===== config.mk =====
export PLATFORM = sky130hd
export DESIGN_NAME = smsu_front
export DESIGN_NICKNAME = d
export VERILOG_FILES = /design/src/sv/smsu_pkg.sv /design/src/sv/smsu_front.sv
export SDC_FILE = /design/constraint.sdc
export NUM_CORES = 1
export LEC_CHECK = 0
export BUFFER_PORTS_ARGS = -buffer_cell sky130_fd_sc_hd__buf_4
export CAP_MARGIN = 20
export CORE_MARGIN = 1
export CORE_UTILIZATION = 30
export DETAILED_ROUTE_END_ITERATION = 10
export PLACE_DENSITY = 0.9
export SLEW_MARGIN = 20
export SYNTH_ARGS = -nofsm -noshare
export SYNTH_HDL_FRONTEND = slang
export SYNTH_SLANG_ARGS = --single-unit

===== constraint.sdc =====
create_clock -name vclk -period 1.21
set_input_delay 0.121 -clock vclk [all_inputs]
set_output_delay 0.121 -clock vclk [all_outputs]
set_load 0.05 [all_outputs]

===== src/sv/smsu_pkg.sv =====
// ----------------------------------------------------------------------------
// smsu_pkg
// Shared types and constants of the sorted matrix search unit: field widths,
// register indexes and reset values, and the queued work word.
// ----------------------------------------------------------------------------
`default_nettype none

package smsu_pkg;

    // Field and register widths
    localparam int DATA_W     = 32;
    localparam int CFG_W      = 5;
    localparam int CFG_IDX_W  = 1;
    localparam int LOAD_IDX_W = 4;

    // Widest store address over the whole parameter range (256 x 256)
    localparam int ADDR_MAX_W = 16;

    // Default matrix geometry
    localparam int MAX_ROWS_DEF = 16;
    localparam int MAX_COLS_DEF = 16;

    // Register indexes and reset values
    localparam logic [CFG_IDX_W-1:0] REG_ROWS_IN_USE = 1'b0;
    localparam logic [CFG_IDX_W-1:0] REG_COLS_IN_USE = 1'b1;
    localparam logic [CFG_W-1:0]     ROWS_RESET      = 5'd4;
    localparam logic [CFG_W-1:0]     COLS_RESET      = 5'd5;

    // Request codes
    localparam logic REQ_LOAD   = 1'b0;
    localparam logic REQ_SEARCH = 1'b1;

    // Work queue geometry
    localparam int QUEUE_DEPTH = 2;
    localparam int QPTR_W      = 1;
    localparam int QCNT_W      = 2;

    // One classified word of work
    typedef struct packed {
        logic                         is_search;
        logic [ADDR_MAX_W-1:0]        addr;
        logic signed [DATA_W-1:0]     data;
    } work_t;

    // Front to queue
    typedef struct packed {
        logic  valid;
        work_t work;
    } push_t;

    // Queue head to back
    typedef struct packed {
        logic  valid;
        work_t work;
    } head_t;

    // Queue status
    typedef struct packed {
        logic full;
        logic empty;
    } qstat_t;

endpackage

`default_nettype wire


===== src/sv/smsu_front.sv =====
// ----------------------------------------------------------------------------
// smsu_front
// Input side: takes words from the input channel, computes the store address
// of a load, drops loads outside the matrix and pushes the rest as work.
// ----------------------------------------------------------------------------
`default_nettype none

module smsu_front #(
    parameter int MAX_ROWS = smsu_pkg::MAX_ROWS_DEF,
    parameter int MAX_COLS = smsu_pkg::MAX_COLS_DEF
) (
    input  wire logic                                    in_valid,
    output logic                                         in_stall,
    input  wire logic                                    req_type,
    input  wire logic [smsu_pkg::LOAD_IDX_W-1:0]         load_row,
    input  wire logic [smsu_pkg::LOAD_IDX_W-1:0]         load_col,
    input  wire logic signed [smsu_pkg::DATA_W-1:0]      entry_value,
    input  wire logic signed [smsu_pkg::DATA_W-1:0]      search_key,
    input  wire smsu_pkg::qstat_t                        qstat,
    output smsu_pkg::push_t                              push
);

    logic        accept;
    logic        is_search;
    logic        in_range;
    logic [31:0] addr_full;

    // Stall while the work queue is full
    assign in_stall = qstat.full;
    assign accept   = in_valid && !in_stall;

    // Classify the word and place a load in the store
    assign is_search = (req_type == smsu_pkg::REQ_SEARCH);
    assign in_range  = (32'(load_row) < 32'(MAX_ROWS)) && (32'(load_col) < 32'(MAX_COLS));
    assign addr_full = 32'(load_row) * 32'(MAX_COLS) + 32'(load_col);

    // Push searches and in-range loads; drop the rest
    always_comb
    begin
        push.valid          = accept && (is_search || in_range);
        push.work.is_search = is_search;
        push.work.addr      = addr_full[smsu_pkg::ADDR_MAX_W-1:0];
        push.work.data      = is_search ? search_key : entry_value;
    end

endmodule

`default_nettype wire


# [Word level (Yosys, flattened, before mapping)]
# Index checks and enable logic that the tools add are counted.
[totals] memories=0 register_bits=0 latch_bits=0 wordCells=4 ram_bits=0 mem_bits_ro=0
[classes] n_mux=1 n_eq_ne=0 n_lt_le_gt_ge=0 multipliers=0 bitwise_logic=0 n_reduce_logical=2 div_mod_pow=0 shift=0 n_addsub=1
[ops] operator="$mux 32" n=1
[ops] operator="$add 8x4->9" n=1
[ops] operator="$logic_and 1x1->1" n=1
[ops] operator="$logic_not 1->1" n=1

# [Depth between registers and ports, before layout]
# Gate-level depths: netlist of the first run.
[depth] word_depth=2 mapped_depth=3 ltp_nobuf=1

# [Worst setup path before layout of the first run]
# OpenSTA, ideal clock, no wires.
[synth_path] kind="input to output" startpoint="in req_type" endpoint="out push[0] (netlist name)" cell_stages=3 t_arrival_ps=760 slack_ps=329 path_cell_list="buf_6 -> buf_12 -> mux2_4"
[synth_lines] item="start, declared" line="smsu_front.sv:14" text="input wire logic req_type,"
[synth_lines] item="end, declared" line="smsu_front.sv:20" text="output smsu_pkg::push_t push"

==> flow_summary_export.csv, run 1 <==
group,metric,value,unit
status,outcome,"finished clean",
yosys,synth_area_leader_cell,"mux2_4",
min_path,hold_path_class,"input port to primary output",
routing,ant_nets,0,
final_layout,seq_area,0,um^2
die,die_h,50.2,um
global_route,antenna_found_initial,0,
routing,drc,0,
timing,rsz0062_at_grt,"false",
die,core,2190,um^2
final_layout,drive_gt1_share,93.8,%
min_path,holdPathStages,0,
worst_setup_path,end_kind,"primary output",
worst_setup_path,crit_fanout,11,
yosys,synth_area_leaders,"mux2_4 (65%), buf_4 (20%), buf_12 (8.6%)",
die,io_pins,127,
timing,drv_slew,0,
clock_network,cts_resized,0,
power,netSwitchingPower,0.000493,W
power,power_frac_comb,100.0,%
timing,min_period,1080,ps
die,row_count,17,
die,die-area,2520,um^2
final_layout,n_fill_cell,181,
timing,timing.hold.ws,242,ps
global_route,gr-usage-all-layers,16.0,%
power,powerDensity,650,nW/um^2
yosys,synth_top_cell_area_share,64.6,%
yosys,avgSynthCellArea,12.2,um^2
final_layout,final_cell_mix,"buf_4 (103), mux2_4 (30), conb_1 (8)",
power,p_seq_share,0,%
yosys,syn_area,697,um^2
yosys,synth_cells,57,
yosys,synth.distinct_cells,7,
final_layout,synthToLayoutAreaGrowth,91.9,%
global_route,grt_max_degree,23,
worst_setup_path,arrival,960,ps
power,p_int,0.000376,W
power,p_sw_share,56.7,%
worst_setup_path,start_kind,"input port",
routing,initialDrtViolationCount,7,
worst_setup_path,worstSetupPathType,"input port to primary output",
power,peakVddDrop,0.000360,V
global_route,grt_pass1_vias,667,
routing,avgViaCountPerCell,4.25,
power,clockPowerShare,0,%
final_layout,final_common_cell,"buf_4",
die,start_util,31.8,%
final_layout,diodes,0,
routing,routed_wl,2210,um
clock_network,hold_buffers,0,
flow_run,max-cap-violations,0,
routing,vias,736,
die,die_x,50.2,um
routing,first_pass_iters,4,
clock_network,cts_setup_buffers,0,
timing,hold_viol_final,0,
yosys,yosys_warnings,0,
power,leakage,0.787,nW
timing,timing.final.crit_share,89.4,%
global_route,grt-ovfl-total,0,
worst_setup_path,endpoint,"push[20]",
final_layout,clockBufferCount,0,
timing,setup_viol,0,
routing,post_drt_wl_per_cell,12.8,um
worst_setup_path,cp.required,1090,ps
timing,setup_tns,0,ps
yosys,yosysSeqAreaShare,0,%
final_layout,seq_cell_count,0,
final_layout,finalNetCount,223,
placement,port-buffer-count,102,
placement,place_congestion,0.661,
timing,max_freq,0.925,GHz
worst_setup_path,startpoint,"req_type",
global_route,grt_pass1_wl,3150,um
final_layout,multiInputGateArea,509,um^2
## final cells by class
class	instances	area share, %
Tap cell	28	2.62
Multi-Input combinational cell	41	38.1
Timing Repair Buffer	104	59.3
## metrics by stage
stage	total power, W	area, um^2	instances	utilization, %	setup slack (ps)
after floorplan	0.000680	723	64	-	329
after global placement	0.000861	1340	173	61.1	142
after detailed placement	0.000873	1340	173	61.1	121
after CTS	0.000874	1340	173	61.1	123
after global routing	0.000898	1340	173	61.1	102
final	0.000869	1340	173	61.1	129
## critical path, cell delays in order
cell	delay [ps]
buf_4	100
buf_4	220
mux2_4	330
buf_4	190
## cells in the mapped netlist, drive strengths merged
| cell type | n |
|---|---|
| nor2b | 1 |
| buf | 23 |
| mux2 | 32 |
| conb | 1 |
## logic make-up (layout without fill, tap and decap cells)
| logic type | count (synthesis) | after routing | share of synthesized area, % |
|---|---|---|---|
| buffers and inverters | 23 | 104 | 30.7 |
| other | 1 | 8 | 0.538 |
| AND/OR/NAND/NOR | 1 | 1 | 0.898 |
| multiplexers | 32 | 32 | 67.9 |
## power groups by stage
| stage | Sequential, W | Combinational [W] | Clock (W) |
|---|---|---|---|
| 2_1_floorplan | 0 | 0.000680 | 0 |
| 3_3_place_gp | 0 | 0.000861 | 0 |
| 3_5_place_dp | 0 | 0.000873 | 0 |
| 4_1_cts | 0 | 0.000874 | 0 |
| 5_1_grt | 0 | 0.000898 | 0 |
| 6_report | 0 | 0.000869 | 0 |
## worst min-delay path by stage
stage | start | endpoint | slack (ps)
after floorplan | qstat[1] | in_stall | 410
after global placement | load_row[2] | push[38] | 240
after detailed placement | load_row[2] | push[38] | 240
after CTS | load_row[2] | push[38] | 240
after global routing | load_col[1] | push[33] | 240
final | load_col[1] | push[33] | 240
## routing by layer
metal,global-route usage (%),wire [um]
met1,16.1,691
met5,0,0
met4,1.90,9
met2,34.2,1310
met3,2.12,197
(Power assumes the default switching activity.)
==> inputs of run 2 (changes only) <==
- CORE_MARGIN: 1 -> default
- CORE_UTILIZATION: 30 -> 28
- PLACE_DENSITY: 0.9 -> 0.85
- RECOVER_POWER: default -> 100
- clock period: 1.21 -> 1.16 ns (I/O delays scaled with it)
==> run 2 against run 1 <==
Combinational power decreased by 2%; cell count stayed put; global-route usage fell by 3.5 points; routed wire length down 7.4%; critical path depth stayed put; non-clock buffer count is the same; largest cell class unchanged; highest routed layer unchanged.
==> flow_summary_export.csv, run 2 (synthesis gave the netlist of run 1 again) <==
group,metric,value,unit
die,row_count,17,
timing,drv_slew,0,
global_route,grt_max_degree,21,
routing,routed_wl,2050,um
power,power,0.000849,W
routing,avgViaCountPerCell,4.14,
worst_setup_path,critPathSlowestCell,"mux2_4",
final_layout,clockBufferCount,0,
worst_setup_path,path_cells,"buf_4 -> buf_6 -> mux2_4 -> clkbuf_2",
power,power_frac_comb,100.0,%
min_path,holdPathStages,0,
timing,max_freq,0.932,GHz
clock_network,cts_resized,0,
clock_network,cts_setup_buffers,0,
placement,hpwl,1900,um
worst_setup_path,arrival,960,ps
timing,rsz0062_at_grt,"false",
flow_run,max-cap-violations,0,
final_layout,finalNetCount,223,
routing,post_drt_wl_per_cell,11.8,um
die,core,2280,um^2
die,io_pins,127,
die,start_util,30.6,%
die,die_h,51.9,um
final_layout,final_cell_area,1260,um^2
routing,initialDrtViolationCount,1,
power,leakage,0.756,nW
die,die_x,51.9,um
routing,ant_nets,0,
min_path,min_to,"push[34]",
worst_setup_path,end_kind,"primary output",
placement,placed_cell_area,1350,um^2
power,p_int,0.000345,W
worst_setup_path,cp.required,1040,ps
timing,relSlewSlack,60.5,%
final_layout,drive_gt1_share,91.7,%
worst_setup_path,start_kind,"input port",
power,p_sw_share,59.4,%
global_route,antenna_found_initial,0,
worst_setup_path,slowest_delay,310,ps
final_layout,seq_cell_count,0,
timing,min_period,1070,ps
global_route,grt-ovfl-total,0,
final_layout,final_cell_mix,"buf_4 (69), mux2_4 (30), buf_2 (16)",
global_route,grt_pass1_wl,2590,um
worst_setup_path,worst-path-buf-inv,3,
global_route,gr-usage-all-layers,12.5,%
power,clockPowerShare,0,%
final_layout,n_fill_cell,227,
clock_network,hold_buffers,0,
final_layout,final_util,55.6,%
timing,fin_ws,87.0,ps
routing,drc,0,
min_path,hold_path_class,"input port to primary output",
status,outcome,"finished clean",
worst_setup_path,cp_top_family,"buffers and inverters",
worst_setup_path,crit_fanout,13,
final_layout,multiInputGateArea,509,um^2
die,die-area,2690,um^2
routing,vias,717,
global_route,grt_pass1_vias,613,
timing,timing.final.crit_share,92.5,%
power,p_seq_share,0,%
final_layout,seq_area,0,um^2
placement,port-buffer-count,102,
power,powerDensity,671,nW/um^2
routing,first_pass_iters,2,
power,peakVddDrop,0.000395,V
final_layout,final_common_cell,"buf_4",
timing,tightest_slew,595,ps
timing,hold_viol_final,0,
placement,place_ws,101,ps
worst_setup_path,worstSetupPathType,"input port to primary output",
final_layout,synthToLayoutAreaGrowth,81.5,%
timing,setup_viol,0,
timing,setup_tns,0,ps
final_layout,diodes,0,
power,netSwitchingPower,0.000505,W
placement,place_congestion,0.640,
min_path,min-delay-start,"load_col[2]",
==> run 2: cell types whose count changed in the layout (fill, tap and decap cells not counted) <==
cell	previous run	this run
buf_2	0	16
buf_4	103	69
clkbuf_1	0	3
buf_6	0	1
clkbuf_4	0	4
clkbuf_2	0	10
==> run 2: final cells by class <==
| type | instances | share of cell area, % |
|---|---|---|
| Tap cell | 28 | 2.77 |
| Timing Repair Buffer | 104 | 57.0 |
| Multi-Input combinational cell | 41 | 40.3 |
==> run 2: worst max path at each step <==
| stage | startpoint | to | slack, ps | depth (start not counted) |
|---|---|---|---|---|
| final | req_type | push[20] | 90 | 4 |
| after global routing | req_type | push[20] | 50 | 4 |
| after CTS | req_type | push[0] | 100 | 4 |
| after detailed placement | req_type | push[0] | 100 | 4 |
| after global placement | req_type | push[0] | 120 | 4 |
| after floorplan | req_type | push[0] | 290 | 3 |
==> run 2: through the flow <==
| step | std cells | hold slack, ps |
|---|---|---|
| after floorplan | 64 | 399 |
| after CTS | 173 | 232 |
| after global placement | 173 | 232 |
| after global routing | 173 | 232 |
| final | 173 | 232 |
| after detailed placement | 173 | 232 |
==> run 2: power groups by stage <==
stage	clock network (W)	registers (W)	logic, W
after floorplan	0	0	0.000709
after global placement	0	0	0.000898
after detailed placement	0	0	0.000912
after CTS	0	0	0.000912
after global routing	0	0	0.000883
final	0	0	0.000849
==> run 2: metal layers <==
layer  global-route usage, %  vias up  routed length [um]
li1                        -      347                   -
met3                    1.17        6                 217
met4                    1.35        0                  17
met2                    27.6       54                1220
met1                    12.3      310                 598
met5                       0        -                   0
