[config.mk]
export PLATFORM = sky130hd
export DESIGN_NAME = smsu_queue
export DESIGN_NICKNAME = d
export VERILOG_FILES = /design/src/sv/smsu_pkg.sv /design/src/sv/smsu_queue.sv
export SDC_FILE = /design/constraint.sdc
export NUM_CORES = 1
export LEC_CHECK = 0
export ABC_CLOCK_PERIOD_IN_PS = 4250
export BUFFER_PORTS_ARGS = -buffer_cell sky130_fd_sc_hd__buf_2
export CORE_MARGIN = 3
export CORE_UTILIZATION = 30
export DETAILED_ROUTE_END_ITERATION = 10
export HOLD_SLACK_MARGIN = 0.08
export PLACE_DENSITY = 0.47
export SLEW_MARGIN = 0
export SYNTH_ARGS = -nofsm -noshare
export SYNTH_HDL_FRONTEND = slang
export SYNTH_SLANG_ARGS = --single-unit
[constraint.sdc]
create_clock -name clk -period 4.25 [get_ports clk]
set_input_delay 0.425 -clock clk [delete_from_list [all_inputs] [get_ports clk]]
set_output_delay 0.425 -clock clk [all_outputs]
set_load 0.005 [all_outputs]
[src/sv/smsu_pkg.sv]
// ----------------------------------------------------------------------------
// smsu_pkg
// Shared types and constants of the sorted matrix search unit: field widths,
// register indexes and reset values, and the queued work word.
// ----------------------------------------------------------------------------
`default_nettype none

package smsu_pkg;

    // Field and register widths
    localparam int DATA_W     = 32;
    localparam int CFG_W      = 5;
    localparam int CFG_IDX_W  = 1;
    localparam int LOAD_IDX_W = 4;

    // Widest store address over the whole parameter range (256 x 256)
    localparam int ADDR_MAX_W = 16;

    // Default matrix geometry
    localparam int MAX_ROWS_DEF = 16;
    localparam int MAX_COLS_DEF = 16;

    // Register indexes and reset values
    localparam logic [CFG_IDX_W-1:0] REG_ROWS_IN_USE = 1'b0;
    localparam logic [CFG_IDX_W-1:0] REG_COLS_IN_USE = 1'b1;
    localparam logic [CFG_W-1:0]     ROWS_RESET      = 5'd4;
    localparam logic [CFG_W-1:0]     COLS_RESET      = 5'd5;

    // Request codes
    localparam logic REQ_LOAD   = 1'b0;
    localparam logic REQ_SEARCH = 1'b1;

    // Work queue geometry
    localparam int QUEUE_DEPTH = 2;
    localparam int QPTR_W      = 1;
    localparam int QCNT_W      = 2;

    // One classified word of work
    typedef struct packed {
        logic                         is_search;
        logic [ADDR_MAX_W-1:0]        addr;
        logic signed [DATA_W-1:0]     data;
    } work_t;

    // Front to queue
    typedef struct packed {
        logic  valid;
        work_t work;
    } push_t;

    // Queue head to back
    typedef struct packed {
        logic  valid;
        work_t work;
    } head_t;

    // Queue status
    typedef struct packed {
        logic full;
        logic empty;
    } qstat_t;

endpackage

`default_nettype wire

[src/sv/smsu_queue.sv]
// ----------------------------------------------------------------------------
// smsu_queue
// Short work queue between the front and the search engine, so that either
// side can stall without holding up the other.
// ----------------------------------------------------------------------------
`default_nettype none

module smsu_queue (
    input  wire logic              clk,
    input  wire logic              rst_n,
    input  wire smsu_pkg::push_t   push,
    input  wire logic              pop,
    output smsu_pkg::head_t        head,
    output smsu_pkg::qstat_t       qstat
);

    smsu_pkg::work_t                 entries [smsu_pkg::QUEUE_DEPTH];
    logic [smsu_pkg::QPTR_W-1:0]     wr_ptr_reg;
    logic [smsu_pkg::QPTR_W-1:0]     rd_ptr_reg;
    logic [smsu_pkg::QCNT_W-1:0]     count_reg;
    logic [smsu_pkg::QCNT_W-1:0]     count_next;
    logic                            do_push;
    logic                            do_pop;

    assign qstat.full  = (count_reg == smsu_pkg::QCNT_W'(smsu_pkg::QUEUE_DEPTH));
    assign qstat.empty = (count_reg == '0);

    assign do_push = push.valid && !qstat.full;
    assign do_pop  = pop && !qstat.empty;

    assign head.valid = !qstat.empty;
    assign head.work  = entries[rd_ptr_reg];

    // Track fill level
    always_comb
    begin
        count_next = count_reg;
        if (do_push && !do_pop)
        begin
            count_next = count_reg + 1'b1;
        end
        else if (do_pop && !do_push)
        begin
            count_next = count_reg - 1'b1;
        end
    end

    // Advance pointers
    always_ff @(posedge clk or negedge rst_n)
    begin
        if (!rst_n)
        begin
            wr_ptr_reg <= '0;
            rd_ptr_reg <= '0;
            count_reg  <= '0;
        end
        else
        begin
            count_reg <= count_next;
            if (do_push)
            begin
                wr_ptr_reg <= wr_ptr_reg + 1'b1;
            end
            if (do_pop)
            begin
                rd_ptr_reg <= rd_ptr_reg + 1'b1;
            end
        end
    end

    // Store the pushed word
    always_ff @(posedge clk)
    begin
        if (do_push)
        begin
            entries[wr_ptr_reg] <= push.work;
        end
    end

endmodule

`default_nettype wire

# Yosys cells after proc, flatten, opt, wreduce, memory -nomap -nowiden
# Memory sizes are Yosys's and may differ from the RTL's.
# Index checks and enable logic that the tools add are counted.
[word_totals]
ff_bits = 4
mem_bits_rw = 98
wordCells = 23
n_memories = 1
[memory_table]
columns = ["memory", "words", "word_bits", "read_ports", "rd_ports_with_merged_regs", "write_ports", "line_no", "source"]
rows = [
  ["entries", 2, 49, 1, 0, 1, "smsu_queue.sv:17", "smsu_pkg::work_t entries [smsu_pkg::QUEUE_DEPTH];"],
]
[op_classes]
addsub = 4
n_eq_ne = 1
mux = 4
n_reduce_logical = 10
[op_table]
columns = ["operator", "n"]
rows = [
  ["logical AND 1 bit", 4],
  ["zero test 1 bit", 4],
  ["two-way mux 2 bit", 2],
  ["adder 1 bit (second input constant)", 2],
  ["adder 2 x 1 -> 2 bit (second input constant)", 1],
  ["== test 2 bit (second input constant)", 1],
  ["zero test 2 bit", 1],
  ["two-way mux 1 bit", 2],
  ["nonzero test 2 bit", 1],
  ["subtractor 2 x 1 -> 2 bit (second input constant)", 1],
]

# Depth between registers and ports, before layout
# Gate-level depths: netlist (run 1).
[depth]
ltp_word = 7
depth_mapped = 7
mapped_depth_nobuf = 7

# Worst setup path after synthesis (run 1)
# No wires, ideal clock.
[synth_timing]
path_type = "register -> register"
from = "reg count_reg[0] in the netlist's numbering"
to = "mem entries[0][0] in the netlist's numbering (enable)"
setup_ps = 456
arrival_time_ps = 2680
t_required_ps = 3794
path_slack_ps = 1115
path_stages_with_launch = 4
path_buffers = 0
synth_period_minus_slack_ps = 3135
cell_sequence = "dfrtp_1 nand2b_1 nand2_1 nor2_1"
[synth_between]
elab_chain_len = 5
[synth_lines]
columns = ["item", "line_no", "source"]
rows = [
  ["start: declaration", "smsu_queue.sv:20", "logic [smsu_pkg::QCNT_W-1:0] count_reg;"],
  ["start signal: assignment", "smsu_queue.sv:59", "count_reg <= count_next;"],
  ["== test 2 bit", "smsu_queue.sv:25", "assign qstat.full = (count_reg == smsu_pkg::QCNT_W'(smsu_pkg::QUEUE_DEPTH));"],
  ["zero test 1 bit", "smsu_queue.sv:28", "assign do_push = push.valid && !qstat.full;"],
  ["logical AND 1 bit", "smsu_queue.sv:28", ""],
  ["two-way mux 1 bit", "smsu_queue.sv:74", "if (do_push)"],
  ["two-way mux 1 bit (not written as such)", "smsu_queue.sv:76", "entries[wr_ptr_reg] <= push.work;"],
  ["end: declaration", "smsu_queue.sv:17", ""],
]
# No other way between the ends.

==> results.yml, run 1 <==
outcome:
  status: "completed"
power:
  p_per_area_nw_per_um2: 670
  max-vdd-ir-drop_uv: 503
  p_leak_nw: 1.99
final_layout:
  num_antenna_cells: 0
  syn2layout_area_growth_pct: 24.4
  multiInputGateArea_um2: 837
  regArea_um2: 3050
  largest_reg_flops: 98
  utilization_pct: 38.7
  drive_gt1_share_pct: 59.9
  num-nets-final: 339
  fillers: 1198
timing:
  hold_viol: 0
  layout_min_cycle_time_ps: 2340
  maxClockFrequency_mhz: 427
  hold_ws_ps: 278
  tightest_slew_ps: 967
  setup_violations: 0
  maxSlewHeadroom_pct: 35.6
  fin_crit_sh_pct: 55.1
  rsz0062_at_grt: "false"
  fin_tns_setup_ps: 0
  finClkSkew_ps: 3.30
  slew_viol_final: 0
drt:
  remaining_drc_errors: 0
  routedWlPerCell_um: 14.5
  antenna_left: 0
  vias: 1916
  vias_per_cell: 4.16
  first_pass_iters: 4
  finalWirelength_um: 6680
  first_iter_violations: 77
critical_path:
  slowest_stage: "dfrtp_4"
  cp_cell_sequence: "mux2_4 -> buf_2"
  critPathCaptureType: "output pin"
  cp_max_fo: 50
  critPathMaxStageDelay_ps: 1070
  worstPathRequired_ps: 3830
  start_kind: "flip-flop"
  crit_type: "reg -> out"
  arrival_ps: 1920
placed_design:
  hpwlAfterDp_um: 4280
  gp_congestion: 0.721
  port_buffers: 104
floorplanning:
  num_rows: 41
  num_io_pins: 105
  die_w_um: 121
  core_um2: 12800
  die-area_um2: 14700
  start_util_pct: 31.1
  die_h_um: 121
synth:
  yosysUniqueCellTypes: 15
  synth-seq-cells: 102
  yosysMostFrequentCell: "edfxtp_1"
  yosys.area.top_type: "edfxtp_1"
  synth_async_sr_flop_share_pct: 3.92
  synth_commonest_cells: "edfxtp_1 (98), mux2_4 (49), buf_12 (5)"
  syn_area_um2: 3990
  synth.area.top_cells: "edfxtp_1 (74%), mux2_4 (18%), buf_12 (2.5%)"
  synthCells: 173
  synth_flop_cell: "edfxtp_1"
  synth_warnings: 0
  synth_fp_nets: 227
  synth.avg_cell_area_um2: 23.1
  synth_edf_count: 98
  seq_area_frac_synth_pct: 76.2
  yosysTopAreaCellShare_pct: 73.7
grt:
  grt.busiest_layer: "met2"
  grt_antenna_before_repair: 0
  grt_overflow: 0
  globalRouteTotalUtil_pct: 9.04
  grt_pass1_vias: 1938
  grt_util_met3_pct: 3.78
  grt_pass1_wl_um: 9940
  use_met1_pct: 10.5
  grt_max_degree: 51
  grt_use_met2_pct: 14.5
cts:
  clkSinkCount: 102
  cts_max_path_buffers: 2
  clkLatencyLatePin_ps: 330
  cts_buffers: 9
  htreeDepth: 3
  cts_root_buf: "clkbuf_16"
  cts.clk_slew.worst_paths_ps: 60
  cts_tree: "built"
flow_run:
  drv_cap: 0
worst_hold_path:
  hold_class: "in -> reg"
-- layer usage --
metal / up-vias / wire [µm] / part of all wire (%)
met5: - / 0 / 0
met2: 67 / 3210 / 48
met1: 943 / 2830 / 42
li1: 893 / - / -
met4: 0 / 167 / 2.5
met3: 13 / 471 / 7.1
-- power breakdown --
part	switching, W	internal, W	total, W
Combinational	0.000349	0.000565	0.000914
Clock	0.000332	0.000511	0.000843
Sequential	0.000193	0.00138	0.00157
-- worst max-delay path: cells and delay by family (launching register included) --
| family | cells | cell delay, ps |
|---|---|---|
| buf+inv | 1 | 130 |
| flops | 1 | 1070 |
| mux | 1 | 360 |
-- final timing paths --
check / startpoint / cells after the start / slack, ps / end
worst max-delay path: rd_ptr_reg$_DFFE_PN0P_ / 2 / 1910 / head[40]
worst min-delay path: push[41] / 1 / 280 / entries[1][41]$_DFFE_PP_
worst max register to register: count_reg[0]$_DFFE_PN0P_ / 4 / 2050 / entries[0][10]$_DFFE_PP_
worst min register to register: count_reg[1]$_DFFE_PN0P_ / 1 / 510 / count_reg[1]$_DFFE_PN0P_
max in group asynchronous: rst_n / 2 / 3700 / rd_ptr_reg$_DFFE_PN0P_
min in group asynchronous: rst_n / 2 / 420 / wr_ptr_reg$_DFFE_PN0P_
-- cell type report --
class,count,area share [%]
sequential,102,61.3
multi-input combinational,62,16.8
timing repair buffer,107,11.0
clock buffer,9,4.53
tap,172,4.33
clock inverter,6,1.76
inverter,3,0.227
-- stage by stage --
stage / cell area, µm² / setup slack [ps] / total power, W / instances
detailed placement: 4650 / 1970 / 0.00255 / 445
global placement: 4650 / 2030 / 0.00254 / 445
finish: 4970 / 1910 / 0.00333 / 461
global route: 4970 / 1800 / 0.00351 / 461
floorplan: 3990 / 1110 / 0.00225 / 173
CTS: 4970 / 1830 / 0.00340 / 461
-- placed cells by master, fill, tap and decap left out, types with 2 or more instances in the layout --
cell | synthesis | final
buf_4 | 0 | 2
buf_2 | 0 | 104
inv_1 | 3 | 3
edfxtp_1 | 98 | 98
dfrtp_1 | 4 | 3
bufinv_16 | 0 | 2
clkbuf_16 | 0 | 9
xor2_1 | 2 | 2
xnor2_1 | 3 | 3
clkinvlp_4 | 0 | 2
mux2_4 | 49 | 49
-- repair_timing --
action	in CTS	in global routing
hold buffers	1	0
resized for setup	0	0
hold endpoints to repair	4	0
setup buffers	0	0
-- logic make-up after synthesis --
kind of cell,count (synthesis),share of synthesized area (%)
flip-flops,102,76.2
multiplexers,49,18.4
buffers and inverters,9,3.07
AND/OR/NAND/NOR,7,0.909
XOR/XNOR,5,1.10
adder cells (fa/ha/maj),1,0.313
(Power assumes the default switching activity.)
==> run 2: changes to the inputs <==
--- a/config.mk
+++ b/config.mk
@@ -5,7 +5,7 @@
 export SDC_FILE = /design/constraint.sdc
 export NUM_CORES = 1
 export LEC_CHECK = 0
-export ABC_CLOCK_PERIOD_IN_PS = 4250
+export ABC_CLOCK_PERIOD_IN_PS = 2200
 export BUFFER_PORTS_ARGS = -buffer_cell sky130_fd_sc_hd__buf_2
 export CORE_MARGIN = 3
 export CORE_UTILIZATION = 30
==> constraint.sdc (replaced) <==
create_clock -name clk -period 2.2 [get_ports clk]
set_input_delay 0.22 -clock clk [delete_from_list [all_inputs] [get_ports clk]]
set_output_delay 0.22 -clock clk [all_outputs]
set_load 0.005 [all_outputs]
==> run 2 against run 1 <==
Net effect: first-iteration DRC count is 3.9% lower; combinational power increased by 130%; core utilization is 3.8 points higher; cell area grew 9.9%; largest power group unchanged; highest routed layer unchanged; sequential power is 85% higher; critical path depth grew 1; power rose by 91%; routed wire length grew 10%.
==> results.yml, run 2 (synthesis gave the netlist of run 1 again) <==
critical_path:
  crit_family: "flip-flops"
  cp_cell_sequence: "buf_4 -> mux2_4 -> buf_2"
  critPathCaptureType: "output pin"
  cp_max_fo: 23
  arrival_ps: 1810
  crit_buf_inv: 2
  crit_type: "reg -> out"
  start_kind: "flip-flop"
  slowest_stage: "dfrtp_4"
  critPathMaxStageDelay_ps: 720
  worstPathRequired_ps: 1980
floorplanning:
  num_rows: 41
  die_w_um: 121
  die_h_um: 121
  start_util_pct: 31.1
  die-area_um2: 14700
  core_um2: 12800
  num_io_pins: 105
final_layout:
  multiInputGateArea_um2: 837
  layout_commonest_cell: "buf_2"
  num_antenna_cells: 0
  num-nets-final: 392
  layoutNonFillerInstCount: 515
  syn2layout_area_growth_pct: 36.7
  drive_gt1_share_pct: 50.7
  largest_reg_flops: 98
  fillers: 1178
  regArea_um2: 3050
  final_cell_mix: "buf_2 (104), edfxtp_1 (98), dlygate4sd3_1 (50)"
cts:
  clkLatencyLatePin_ps: 340
  clkSinkCount: 102
  cts_tree: "built"
  cts.clk_slew.worst_paths_ps: 60
  cts_max_path_buffers: 2
  post-cts-setup-buffers: 0
  cts_root_buf: "clkbuf_16"
  htreeDepth: 3
  cts_buffers: 9
drt:
  vias_per_cell: 4.06
  first_iter_violations: 74
  first_pass_iters: 4
  remaining_drc_errors: 0
  vias: 2090
  finalWirelength_um: 7370
  antenna_left: 0
  routedWlPerCell_um: 14.3
timing:
  rsz0062_at_grt: "false"
  setup_violations: 0
  slew_viol_final: 0
  maxSlewHeadroom_pct: 69.0
  tightest_slew_ps: 465
  fin_crit_sh_pct: 92.3
  layout_min_cycle_time_ps: 2030
  hold_viol: 0
  maxClockFrequency_mhz: 493
  fin_tns_setup_ps: 0
  finClkSkew_ps: 6.31
power:
  p_leak_nw: 2.20
  internal_power_w: 0.00463
  swShare_pct: 27.2
  power.switching_w: 0.00173
  p_seq_share_pct: 45.6
  p_per_area_nw_per_um2: 1160
  max-vdd-ir-drop_uv: 667
  combPwrFrac_pct: 32.3
  clock_power_share_pct: 22.0
grt:
  grt_pass1_vias: 2273
  grt_antenna_before_repair: 0
  globalRouteTotalUtil_pct: 10.6
  grt_overflow: 0
  grt_pass1_wl_um: 11700
  grt_max_degree: 50
placed_design:
  port_buffers: 104
  place_inst: 449
  hpwlAfterDp_um: 4640
  gp_congestion: 0.688
flow_run:
  drv_cap: 0
outcome:
  status: "completed"
worst_hold_path:
  hold_class: "in -> reg"
[run 2: changes by cell type in the layout (fill, tap and decap cells not counted)]
cell and change:
buf_12 +2, buf_4 +2, bufinv_16 -2, clkbuf_1 +3, clkinv_1 +1, clkinvlp_4 -1, dlygate4sd3_1 +49
[run 2: worst paths after layout]
path | startpoint | end | slack (ps) | depth (start not counted)
worst min register to register | count_reg[1]$_DFFE_PN0P_ | count_reg[1]$_DFFE_PN0P_ | 490 | 1
min in group asynchronous | rst_n | count_reg[0]$_DFFE_PN0P_ | 200 | 2
worst max register to register | count_reg[0]$_DFFE_PN0P_ | count_reg[1]$_DFFE_PN0P_ | 660 | 7
worst max-delay path | rd_ptr_reg$_DFFE_PN0P_ | head[19] | 170 | 3
max in group asynchronous | rst_n | rd_ptr_reg$_DFFE_PN0P_ | 1860 | 2
worst min-delay path | pop | rd_ptr_reg$_DFFE_PN0P_ | 140 | 3
[run 2: layout make-up]
class,instances,area share (%)
repair buffers,160,20.0
well taps,172,3.94
clock inverters,4,0.435
flip-flops and latches,102,55.8
inverters,3,0.206
multi-input cells,62,15.3
clock buffers,12,4.33
[run 2: per-layer routing]
metal,global-route usage (%),up-vias,routed length (µm)
met1,13.1,993,3310
met5,0,-,0
met2,16.0,83,3230
met4,3.99,0,125
met3,4.94,11,702
li1,-,1003,-
[run 2: power groups by stage]
stage / combinational [W] / sequential, W / clock, W
final: 0.00206 / 0.00290 / 0.00140
after global routing: 0.00225 / 0.00296 / 0.00153
after CTS: 0.00212 / 0.00291 / 0.00146
after detailed placement: 0.00204 / 0.00296 / 0
after global placement: 0.00204 / 0.00295 / 0
after floorplan: 0.00154 / 0.00281 / 0
[run 2: what timing repair did]
action	in CTS	in global routing
hold endpoints to repair	102	0
hold buffers	50	0
gates resized for setup	0	0
[run 2: worst reg2reg max path: stages (launching register included)]
cell and delay, ps:
dfrtp_1 420, nand2b_1 190, nand2_1 170, inv_1 70, ha_1 200, xor2_1 140
nor2_1 120, xor2_1 160
[run 2: through the flow]
stage	setup slack (ps)	area, µm²	total power [W]	util [%]	hold WS [ps]
detailed placement	499	4700	0.00499	36.7	39.5
finish	170	5460	0.00636	42.6	143
floorplan	40.2	4000	0.00435	-	-75.6
global route	78.4	5460	0.00674	42.6	149
global placement	507	4700	0.00499	36.7	40.2
CTS	115	5460	0.00650	42.6	131
==> run 3: changes to the inputs <==
--- a/config.mk
+++ b/config.mk
@@ -9,6 +9,7 @@
 export BUFFER_PORTS_ARGS = -buffer_cell sky130_fd_sc_hd__buf_2
 export CORE_MARGIN = 3
 export CORE_UTILIZATION = 30
+export CTS_BUF_LIST = sky130_fd_sc_hd__clkbuf_2 sky130_fd_sc_hd__clkbuf_4 sky130_fd_sc_hd__clkbuf_8
 export DETAILED_ROUTE_END_ITERATION = 10
 export HOLD_SLACK_MARGIN = 0.08
 export PLACE_DENSITY = 0.47
==> run 3 against run 2 <==
Net effect: hold slack got worse by 29 ps; fmax decreased by 1.6%; power fell by 5.7%; final cell count unchanged; critical endpoint is now head[21].
==> results.yml, run 3 (synthesis gave the netlist of run 1 again) <==
timing:
  hold_viol: 0
  slew_viol_final: 0
  maxSlewHeadroom_pct: 69.1
  maxClockFrequency_mhz: 485
  hold_ws_ps: 114
  finClkSkew_ps: 10.9
  fin_crit_sh_pct: 93.7
  layout_min_cycle_time_ps: 2060
  tightest_slew_ps: 463
  fin_tns_setup_ps: 0
  rsz0062_at_grt: "false"
  worst_slack_ps: 138
  setup_violations: 0
grt:
  grt_antenna_before_repair: 0
  grt_overflow: 0
  grt_pass1_wl_um: 11800
  grt_pass1_vias: 2276
  grt_max_degree: 50
  globalRouteTotalUtil_pct: 10.7
power:
  p_leak_nw: 2.17
  clock_power_share_pct: 17.4
  internal_power_w: 0.00431
  p_per_area_nw_per_um2: 1120
  p_seq_share_pct: 48.3
  swShare_pct: 28.1
  combPwrFrac_pct: 34.3
  max-vdd-ir-drop_uv: 625
  power.switching_w: 0.00168
critical_path:
  crit_type: "reg -> out"
  critPathCaptureType: "output pin"
  arrival_ps: 1840
  cp_max_fo: 23
  worstPathRequired_ps: 1980
  start_kind: "flip-flop"
cts:
  cts.clk_slew.worst_paths_ps: 80
  cts_tree: "built"
  clkSinkCount: 102
  cts_buffers: 9
  htreeDepth: 3
  post-cts-setup-buffers: 0
  cts_max_path_buffers: 2
  clkLatencyLatePin_ps: 370
  cts_root_buf: "clkbuf_8"
floorplanning:
  num_io_pins: 105
  core_um2: 12800
  start_util_pct: 31.1
  die_h_um: 121
  die_w_um: 121
  num_rows: 41
  die-area_um2: 14700
final_layout:
  final_cell_mix: "buf_2 (104), edfxtp_1 (98), dlygate4sd3_1 (50)"
  drive_gt1_share_pct: 51.6
  num-nets-final: 392
  layout_commonest_cell: "buf_2"
  num_antenna_cells: 0
  largest_reg_flops: 98
  syn2layout_area_growth_pct: 34.5
placed_design:
  gp_congestion: 0.688
  port_buffers: 104
  hpwlAfterDp_um: 4640
  place_ws_ps: 499
drt:
  antenna_left: 0
  vias: 2092
  remaining_drc_errors: 0
  first_pass_iters: 4
  finalWirelength_um: 7420
  first_iter_violations: 97
  routedWlPerCell_um: 14.4
  vias_per_cell: 4.06
flow_run:
  drv_cap: 0
worst_hold_path:
  hold_class: "in -> reg"
outcome:
  status: "completed"
## run 3: cell counts in the layout (fill, tap and decap cells not counted)
No cell type changed its count.
## run 3: worst paths after layout
kind                       slack, ps                       end  cells past startpoint                     start
max in group asynchronous       1890    rd_ptr_reg$_DFFE_PN0P_                      2                     rst_n
min                              110    rd_ptr_reg$_DFFE_PN0P_                      3                       pop
min reg2reg                      490  count_reg[1]$_DFFE_PN0P_                      1  count_reg[1]$_DFFE_PN0P_
max reg2reg                      650  count_reg[1]$_DFFE_PN0P_                      7  count_reg[0]$_DFFE_PN0P_
min in group asynchronous        160  count_reg[0]$_DFFE_PN0P_                      2                     rst_n
max                              140                  head[21]                      3    rd_ptr_reg$_DFFE_PN0P_
## run 3: timing repair
| action | in CTS | in global routing |
|---|---|---|
| endpoints found under the hold margin | 102 | 0 |
| setup endpoints to repair | 0 | 0 |
| resized for setup | 0 | 0 |
| hold buffers | 50 | 0 |
## run 3: layer usage
layer  GRT usage (%)  vias to the layer above  wire (µm)
met4            3.99                        0        120
met3            5.13                        9        704
met1            13.1                     1003       3300
li1                -                      999          -
met5               0                        -          0
met2            16.3                       81       3290
## run 3: power groups by stage
stage	registers, W	logic [W]	clock network (W)
after floorplan	0.00281	0.00154	0
after global placement	0.00295	0.00204	0
after detailed placement	0.00296	0.00204	0
after CTS	0.00291	0.00212	0.00110
after global routing	0.00296	0.00225	0.00117
final	0.00290	0.00206	0.00104
## run 3: layout make-up
| class | instances | area [µm²] |
|---|---|---|
| clock buffer | 12 | 146 |
| clock inverter | 4 | 23.8 |
| fill | 1188 | 7450 |
| inverter | 3 | 11.3 |
| multi-input combinational | 62 | 837 |
| sequential | 102 | 3050 |
| tap | 172 | 215 |
| timing repair buffer | 160 | 1090 |
## run 3: worst max-delay path, cell delays in order (launching register included)
cell and delay (ps):
dfrtp_4 730, buf_4 300, mux2_4 320, buf_2 130
## run 3: through the flow
stage	total power, W	instance area (µm²)	cells	util [%]
after global placement	0.00499	4700	449	36.7
after global routing	0.00638	5370	515	41.9
final	0.00599	5370	515	41.9
after CTS	0.00613	5370	515	41.9
after floorplan	0.00435	4000	173	-
after detailed placement	0.00499	4700	449	36.7
